===== src/rtl/bflr_pkg.sv =====
// shared types, codes and widths of the byte fifo with line read
// no dependencies; imported by every module of the block except bflr_ram
`timescale 1ns / 1ps

package bflr_pkg;

    localparam int DEPTH_DEF      = 1024;
    localparam int MAX_BURST_DEF  = 64;
    localparam int NUM_DELIMS_DEF = 4;

    localparam int DATA_W       = 8;
    localparam int TYPE_W       = 2;
    localparam int LEN_W        = 7;
    localparam int STATUS_W     = 2;
    localparam int LEVEL_W      = 11;
    localparam int CFG_IDX_W    = 3;
    localparam int CFG_DATA_W   = 11;
    localparam int DELIM_REGS   = 4;
    localparam int DELIM_IDX_W  = 2;
    localparam int CAP_RST      = 1024;

    // request types
    localparam logic [TYPE_W-1:0] REQ_WRITE = 2'd0;
    localparam logic [TYPE_W-1:0] REQ_READ  = 2'd1;
    localparam logic [TYPE_W-1:0] REQ_LINE  = 2'd2;

    // result status codes
    localparam logic [STATUS_W-1:0] ST_OK     = 2'd0;
    localparam logic [STATUS_W-1:0] ST_FULL   = 2'd1;
    localparam logic [STATUS_W-1:0] ST_EMPTY  = 2'd2;
    localparam logic [STATUS_W-1:0] ST_NOLINE = 2'd3;

    // configuration register indexes
    localparam logic [CFG_IDX_W-1:0] REG_CAPACITY = 3'd0;
    localparam logic [CFG_IDX_W-1:0] REG_DELIM_A  = 3'd1;
    localparam logic [CFG_IDX_W-1:0] REG_DELIM_B  = 3'd2;
    localparam logic [CFG_IDX_W-1:0] REG_DELIM_C  = 3'd3;
    localparam logic [CFG_IDX_W-1:0] REG_DELIM_D  = 3'd4;

    typedef enum logic [2:0] {
        S_IDLE,
        S_EXEC,
        S_RD_ADDR,
        S_RD_DATA,
        S_SCAN_ADDR,
        S_SCAN_DATA,
        S_RESULT
    } t_state;

    typedef struct packed {
        logic                latch_req;
        logic                do_write;
        logic                set_status;
        logic [STATUS_W-1:0] status;
        logic                load_read;
        logic                rd_tail;
        logic                pop;
        logic                scan_start;
        logic                rd_scan;
        logic                scan_next;
        logic                load_line;
        logic                push_status;
    } t_dp_cmd;

    typedef struct packed {
        logic [TYPE_W-1:0] req_type;
        logic              read_zero;
        logic              scan_done;
        logic              byte_zero;
        logic              byte_delim;
        logic              count_last;
        logic              out_free;
    } t_dp_stat;

endpackage


===== src/rtl/bflr_ctrl.sv =====
// request sequencer of the byte fifo with line read
// depends on bflr_pkg; drives bflr_dp through t_dp_cmd, watches t_dp_stat
`timescale 1ns / 1ps

module bflr_ctrl import bflr_pkg::*; (
    input  logic     i_clk,
    input  logic     i_rst_n,
    input  logic     i_in_valid,
    output logic     o_in_ready,
    input  t_dp_stat i_stat,
    output t_dp_cmd  o_cmd
);

    t_state r_state;
    t_state n_state;

    always_ff @(posedge i_clk) begin
        if (!i_rst_n) begin
            r_state <= S_IDLE;
        end else begin
            r_state <= n_state;
        end
    end

    always_comb begin
        n_state = r_state;
        case (r_state)
            S_IDLE: begin
                if (i_in_valid) n_state = S_EXEC;
            end
            S_EXEC: begin
                case (i_stat.req_type)
                    REQ_WRITE: n_state = S_RESULT;
                    REQ_READ:  n_state = i_stat.read_zero ? S_RESULT : S_RD_ADDR;
                    REQ_LINE:  n_state = S_SCAN_ADDR;
                    default:   n_state = S_IDLE;
                endcase
            end
            S_RD_ADDR: begin
                n_state = S_RD_DATA;
            end
            S_RD_DATA: begin
                if (i_stat.out_free) begin
                    n_state = i_stat.count_last ? S_IDLE : S_RD_ADDR;
                end
            end
            S_SCAN_ADDR: begin
                n_state = i_stat.scan_done ? S_RESULT : S_SCAN_DATA;
            end
            S_SCAN_DATA: begin
                if (i_stat.byte_zero) begin
                    n_state = S_RESULT;
                end else if (i_stat.byte_delim) begin
                    n_state = S_RD_ADDR;
                end else begin
                    n_state = S_SCAN_ADDR;
                end
            end
            S_RESULT: begin
                if (i_stat.out_free) n_state = S_IDLE;
            end
            default: n_state = S_IDLE;
        endcase
    end

    always_comb begin
        o_cmd      = '0;
        o_in_ready = 1'b0;
        case (r_state)
            S_IDLE: begin
                o_in_ready      = 1'b1;
                o_cmd.latch_req = i_in_valid;
            end
            S_EXEC: begin
                case (i_stat.req_type)
                    REQ_WRITE: o_cmd.do_write = 1'b1;
                    REQ_READ: begin
                        if (i_stat.read_zero) begin
                            o_cmd.set_status = 1'b1;
                            o_cmd.status     = ST_EMPTY;
                        end else begin
                            o_cmd.load_read = 1'b1;
                        end
                    end
                    REQ_LINE: o_cmd.scan_start = 1'b1;
                    default: ;
                endcase
            end
            S_RD_ADDR: begin
                o_cmd.rd_tail = 1'b1;
            end
            S_RD_DATA: begin
                o_cmd.pop = i_stat.out_free;
            end
            S_SCAN_ADDR: begin
                if (i_stat.scan_done) begin
                    o_cmd.set_status = 1'b1;
                    o_cmd.status     = ST_NOLINE;
                end else begin
                    o_cmd.rd_scan = 1'b1;
                end
            end
            S_SCAN_DATA: begin
                if (i_stat.byte_zero) begin
                    o_cmd.set_status = 1'b1;
                    o_cmd.status     = ST_NOLINE;
                end else if (i_stat.byte_delim) begin
                    o_cmd.load_line = 1'b1;
                end else begin
                    o_cmd.scan_next = 1'b1;
                end
            end
            S_RESULT: begin
                o_cmd.push_status = i_stat.out_free;
            end
            default: ;
        endcase
    end

endmodule


===== config.mk =====
export PLATFORM = sky130hd
export DESIGN_NAME = bflr_ctrl
export DESIGN_NICKNAME = d
export VERILOG_FILES = /design/src/rtl/bflr_pkg.sv /design/src/rtl/bflr_ctrl.sv
export SDC_FILE = /design/constraint.sdc
export NUM_CORES = 1
export LEC_CHECK = 0
export BUFFER_PORTS_ARGS = -buffer_cell sky130_fd_sc_hd__buf_2
export CORE_AREA = 2 2 39 41
export DETAILED_ROUTE_END_ITERATION = 12
export DIE_AREA = 0 0 41 43
export GPL_ROUTABILITY_DRIVEN = 1
export PLACE_DENSITY = 0.61
export SYNTH_ARGS = -nofsm -noshare
export SYNTH_HDL_FRONTEND = slang
export SYNTH_SLANG_ARGS = --single-unit

===== constraint.sdc =====
create_clock -name i_clk -period 3.1 [get_ports i_clk]
set_input_delay 0.465 -clock i_clk [delete_from_list [all_inputs] [get_ports i_clk]]
set_output_delay 0.465 -clock i_clk [all_outputs]
set_load 0.01 [all_outputs]

==> results of run 1 <==
synth_stat cells, drive strengths merged (2+ instances only):
master  instances  area share
nor3b           2       0.054
nand2b          4       0.087
buf             5       0.091
a311oi          2       0.047
nor2            6       0.060
a21oi           3       0.040
dfxtp           3        0.16
nor3            2       0.027
nor2b           2       0.034
inv             2       0.020
nor4b           2       0.047
o21ai           2       0.027
nand2           4       0.040
final cells by class:
cell class | count | area, sq um | area share
multi-input combinational | 41 | 272 | 0.537
timing repair buffer | 24 | 120 | 0.238
sequential | 3 | 60.1 | 0.119
clock buffer | 4 | 26.3 | 0.0520
tap | 16 | 20.0 | 0.0396
inverter | 2 | 7.51 | 0.0149
cells by family after synthesis:
family          after synthesis
compound gates               12
xor+xnor                      1
buf+inv                       7
flops                         3
mux                           1
simple gates                 27
routing by layer:
layer / vias up / part of all wire / global-route usage
met5: - / 0 / 0
met4: 0 / 0 / 0
met3: 0 / 0.098 / 0.0681
met2: 18 / 0.42 / 0.156
met1: 186 / 0.48 / 0.131
li1: 229 / - / -
worst max-delay path by stage:
stage	slack, ns	start	to
6_report	1.12	r_state[0]$_SDFFE_PN0P_	o_cmd[10]
4_1_cts	1.11	r_state[0]$_SDFFE_PN0P_	o_cmd[10]
2_1_floorplan	1.42	r_state[0]$_SDFFE_PN0P_	o_cmd[10]
3_5_place_dp	1.36	r_state[0]$_SDFFE_PN0P_	o_cmd[10]
5_1_grt	0.99	r_state[0]$_SDFFE_PN0P_	o_cmd[9]
3_3_place_gp	1.40	r_state[0]$_SDFFE_PN0P_	o_cmd[10]
power groups by stage:
stage	clock network (W)	logic, W	registers, W
after floorplan	0	0.0000618	0.0000462
after global placement	0	0.0000701	0.0000579
after detailed placement	0	0.0000707	0.0000584
after CTS	0.0000719	0.0000709	0.0000580
after global routing	0.0000792	0.0000780	0.0000592
final	0.0000687	0.0000700	0.0000578
metrics by stage:
stage               total power (W)  hold WS, ns  setup WS (ns)  area, sq um
floorplan                  0.000108        0.582           1.42          373
global placement           0.000128        0.608           1.40          479
detailed placement         0.000129        0.610           1.36          479
CTS                        0.000201        0.493           1.11          505
global route               0.000216        0.488          0.994          505
finish                     0.000197        0.496           1.12          505
==> metrics.yaml, run 1 <==
finalClockSkew_ns: 0.000879
status: "finished, final reports clean"
final.setup.tns_ns: 0
start_kind: "register"
numCtsBuffers: 3
rr_endpoint: "r_state[1]$_SDFFE_PN0P_"
setup_viol: 0
rrSetupSlack_ns: 1.64
instances_no_fill: 90
drv_cap: 0
critPathCaptureType: "output port"
final_common_cell: "buf_2"
start_util: 0.269
diodes: 0
synth-seq-area-share: 0.161
p_clk_frac: 0.350
syn_inst: 51
synth_area_per_cell_sq_um: 7.31
hold_violations: 0
yosys.area_share.xor_xnor: 0.0235
critPathMaxStageDelay_ns: 0.60
muxShareOfSynthArea: 0.0268
top_regs: "r_state: 3 flops"
path_depth: 4
rows: 14
reg2reg_depth: 4
p_leak_nw: 0.239
hold_buffers: 0
worstHoldStart: "i_rst_n"
p_sw_w: 0.0000696
drtIter0Drc: 5
drtAntennaViolNets: 0
p_seq_frac: 0.294
post_drt_via_cell_ratio: 4.81
crit_family: "flip-flops"
utilization: 0.365
synth_top_family_by_area: "simple AND/OR/NAND/NOR gates"
p_comb_frac: 0.356
ys_ff_latch: 3
cts_setup_buffers: 0
area_growth_pct: 35.6
syn_nets: 62
final_cell_mix: "24 x buf_2, 6 x nor2_1, 4 x nand2_1"
core_sq_um: 1380
fp.dieH_um: 43
cts_resized: 0
overflow: 0
worst_path_max_delay_cell: "dfxtp_1"
yosys_warnings: 0
synthFlopType: "dfxtp_1"
ios: 25
cts_num_sinks: 3
cp_max_fo: 13
finalWirelength_um: 931
swShare: 0.354
synthAdderAreaFrac: 0
htreeDepth: 1
wl_per_cell_um: 10.3
required_ns: 2.63
crit_type: "register to output port"
synthSimpleGateAreaFrac: 0.450
clkTransAtPathRegs_ns: 0.04
antenna_found_initial: 0
gr-usage-all-layers: 0.104
grt_max_degree: 18
synth_edf_count: 0
drt_first_pass_iters: 2
synth_compound_area_frac: 0.228
fin_crit_sh: 0.638
rsz0062_at_grt: "false"
vdd_drop_max_mv: 0.200
syn_area_sq_um: 373
rr_startpoint: "r_state[2]$_SDFFE_PN0P_"
cts_tree: "built"
grt_pass1_wl_um: 1250
nets: 86
hp-class: "input pin to register"
power.density_nw_per_um2: 389
final_layout_size_suffix_gt1_frac: 0.432
clk_latency_ns: 0.23
hold_end: "r_state[0]$_SDFFE_PN0P_"
dp_cells: 86
slew_headroom: 0.671
internal_power_w: 0.000127
n_fill_cell: 158
die_x_um: 41
worst_pin_slew_ns: 0.493
numPortBuffers: 24
ys_types: 29
clk_path_buf_depth: 2
period_needed_ns: 1.98
async_reset_ff_frac: 0
largest_register_ff_count: 3
routed-via-count: 433
critPathBufInv: 1
route.detailed.drc: 0
top_register: "r_state"
first_global_vias: 319
dieArea_sq_um: 1760
slew_viol_final: 0
gp_congestion: 0.665
worstPathCellList: "mux2i_1 -> nor3b_2 -> a31o_1 -> buf_2"
dp_hpwl_um: 713
max_clock_freq_mhz: 506
whs_path_depth: 2
root_buffer: "clkbuf_4"
cp.arrival_ns: 1.51
(Power assumes the default switching activity.)
==> run 2: changes to the inputs <==
--- a/config.mk
+++ b/config.mk
@@ -5,12 +5,13 @@
 export SDC_FILE = /design/constraint.sdc
 export NUM_CORES = 1
 export LEC_CHECK = 0
+export ABC_AREA = 1
 export BUFFER_PORTS_ARGS = -buffer_cell sky130_fd_sc_hd__buf_2
 export CORE_AREA = 2 2 39 41
 export DETAILED_ROUTE_END_ITERATION = 12
 export DIE_AREA = 0 0 41 43
 export GPL_ROUTABILITY_DRIVEN = 1
-export PLACE_DENSITY = 0.61
+export PLACE_DENSITY = 0.62
 export SYNTH_ARGS = -nofsm -noshare
 export SYNTH_HDL_FRONTEND = slang
 export SYNTH_SLANG_ARGS = --single-unit
==> constraint.sdc (replaced) <==
create_clock -name i_clk -period 1.75 [get_ports i_clk]
set_input_delay 0.2625 -clock i_clk [delete_from_list [all_inputs] [get_ports i_clk]]
set_output_delay 0.2625 -clock i_clk [all_outputs]
set_load 0.01 [all_outputs]
==> run 2 against run 1 <==
First-iteration DRC count down 40%. Setup slack worse by 0.97 ns. Clock skew up 0.0040 ns. Largest power group unchanged. Clock-buffer cell count unchanged. Utilization up 0.63 points.
==> metrics.yaml, run 2 <==
synth_area_per_cell_sq_um: 5.45  # -25%
power_w: 0.000683  # +250%
syn_nets: 78  # +26%
placed_area_sq_um: 487  # +1.6%
ys_types: 20  # -31%
clk_path_buf_depth: 2  # unchanged
setup_viol: 0  # unchanged
async_reset_ff_frac: 0  # unchanged
ys_ff_latch: 3  # unchanged
fin_crit_sh: 0.912
holdWs_ns: 0.231  # -0.265 ns
hp-class: "input pin to register"
routed-via-count: 464  # +7.2%
rrSetupSlack_ns: 0.54  # -1.10 ns
synth_edf_count: 0  # unchanged
diodes: 0  # unchanged
finalClockSkew_ns: 0.00485  # +0.00397 ns
die_x_um: 41  # unchanged
dp_hpwl_um: 742  # +4.1%
cts_num_sinks: 3  # unchanged
synth-seq-area-share: 0.164  # +0.00331
finalWirelength_um: 865  # -7.1%
largest_register_ff_count: 3  # unchanged
start_kind: "register"
post_drt_via_cell_ratio: 4.26  # -12%
nets: 105  # +22%
drtAntennaViolNets: 0  # unchanged
cp_max_fo: 9  # -4
power.density_nw_per_um2: 1330  # +240%
slew_headroom: 0.771  # +0.0998
yosys_warnings: 0  # unchanged
top_register: "r_state"
worstHoldStart: "i_rst_n"
max_clock_freq_mhz: 626
whs_path_depth: 3  # +1
grt_max_degree: 10  # -8
critPathCaptureType: "output port"
synthFlopType: "dfxtp_1"
fin_area_sq_um: 514  # +1.7%
rr_endpoint: "r_state[0]$_SDFFE_PN0P_"
cts_setup_buffers: 0  # unchanged
gp_congestion: 0.791  # +19%
final_cell_mix: "24 x buf_2, 15 x inv_1, 14 x nor2_1"
fp.dieH_um: 43  # unchanged
yosys-top-cells-count: "15 x inv_1, 14 x nor2_1, 12 x nand2_1"
pre_cts_slack_ns: 0.350  # -1.01 ns
numCtsBuffers: 3  # unchanged
drv_cap: 0  # unchanged
p_leak_nw: 0.329  # +38%
period_needed_ns: 1.60
reg2reg_depth: 6  # +2
grt_pass1_wl_um: 1410  # +13%
drt_first_pass_iters: 4  # +2
clk_latency_ns: 0.24  # about the same
cp.arrival_ns: 1.33  # -0.18 ns
rsz0062_at_grt: "false"
synth_top_area_frac: 0.164  # +0.00331
numPortBuffers: 24  # unchanged
clkTransAtPathRegs_ns: 0.04  # about the same
worst_pin_slew_ns: 0.343  # -0.150 ns
hold_violations: 0  # unchanged
route.detailed.drc: 0  # unchanged
postLayoutSetupSlackWorst_ns: 0.154  # -0.969 ns
root_buffer: "clkbuf_4"
syn_area_sq_um: 365  # -2.0%
cts_tree: "built"
top_regs: "r_state: 3 flops"
start_util: 0.264  # -0.00543
drtIter0Drc: 3  # -2
area_growth_pct: 40.8
crit_type: "register to output port"
hold_buffers: 0  # unchanged
dieArea_sq_um: 1760  # unchanged
final.setup.tns_ns: 0  # unchanged
rr_startpoint: "r_state[2]$_SDFFE_PN0P_"
yosys.area.top_type: "dfxtp_1"
htreeDepth: 1  # unchanged
syn_inst: 67  # +31%
core_sq_um: 1380  # unchanged
hold_end: "r_state[2]$_SDFFE_PN0P_"
wl_per_cell_um: 7.94  # -23%
status: "finished, final reports clean"
final_layout_size_suffix_gt1_frac: 0.409  # -0.0238
ios: 25  # unchanged
final_common_cell: "buf_2"
synth.most_common_cell: "inv_1"
gr-usage-all-layers: 0.113  # +0.00912
slew_viol_final: 0  # unchanged
rows: 14  # unchanged
synth_area_leaders: "dfxtp_1 16%, inv_1 15%, nor2_1 14%"
antenna_found_initial: 0  # unchanged
required_ns: 1.49  # -1.14 ns
vdd_drop_max_mv: 0.452  # +130%
overflow: 0  # unchanged
first_global_vias: 375  # +18%
run 2: cell types whose count changed after synthesis, moves of 2 or more:
cell,before,now
nand2_2,0,2
nor2_2,0,2
a21oi_2,0,2
buf_2,3,0
nand2_1,4,12
nand3_1,1,3
nor2b_1,2,0
a311oi_1,2,0
inv_1,2,15
nor4b_1,2,0
nor2_1,6,14
nand2b_1,3,0
run 2: final cells by class:
class	instances	area [sq um]
Multi-Input combinational cell	46	226
Inverter	16	60.1
Sequential cell	3	61.3
Fill cell	160	870
Tap cell	16	20.0
Clock buffer	4	26.3
Timing Repair Buffer	24	120
run 2: cell families (layout without fill, tap and decap cells):
| logic type | count (synthesis) | in the layout | share of synthesized area |
|---|---|---|---|
| compound gates | 8 | 8 | 0.151 |
| flops | 3 | 3 | 0.164 |
| simple gates | 38 | 38 | 0.469 |
| buf+inv | 18 | 44 | 0.216 |
run 2: worst max path at each step:
stage | from | endpoint | slack [ns] | depth (start not counted)
after floorplan | r_state[0]$_SDFFE_PN0P_ | o_cmd[10] | 0.38 | 6
after global placement | r_state[1]$_SDFFE_PN0P_ | o_cmd[10] | 0.35 | 7
after detailed placement | r_state[1]$_SDFFE_PN0P_ | o_cmd[10] | 0.35 | 7
after CTS | r_state[1]$_SDFFE_PN0P_ | o_cmd[10] | 0.09 | 7
after global routing | r_state[0]$_SDFFE_PN0P_ | o_cmd[10] | 0.06 | 6
final | r_state[2]$_SDFFE_PN0P_ | o_cmd[10] | 0.15 | 5
run 2: repair_timing:
item                       in CTS  in global routing
setup endpoints to repair       0                  2
gates resized for setup         0                  1
hold endpoints to repair        0                  0
run 2: through the flow:
stage,std cells,util
global placement,105,0.352
global route,109,0.372
detailed placement,105,0.352
floorplan,67,-
CTS,109,0.371
finish,109,0.372
run 2: metal layers:
layer | track usage | wire length (um)
met5 | 0 | 0
met4 | 0.0400 | 0
met3 | 0.0314 | 90
met2 | 0.153 | 368
met1 | 0.166 | 405
run 2: worst max-delay path: stages, from the launching register on:
cell and delay [ns]:
dfxtp_1 0.51, nor2_2 0.10, nand2_2 0.10, inv_1 0.06
a31o_2 0.19, buf_2 0.13
run 2: power breakdown:
group | leakage (nW) | internal [W] | switching [W]
Sequential | 0.0251 | 0.0000998 | 0.0000556
Combinational | 0.289 | 0.000162 | 0.000240
Clock | 0.0150 | 0.0000857 | 0.0000387
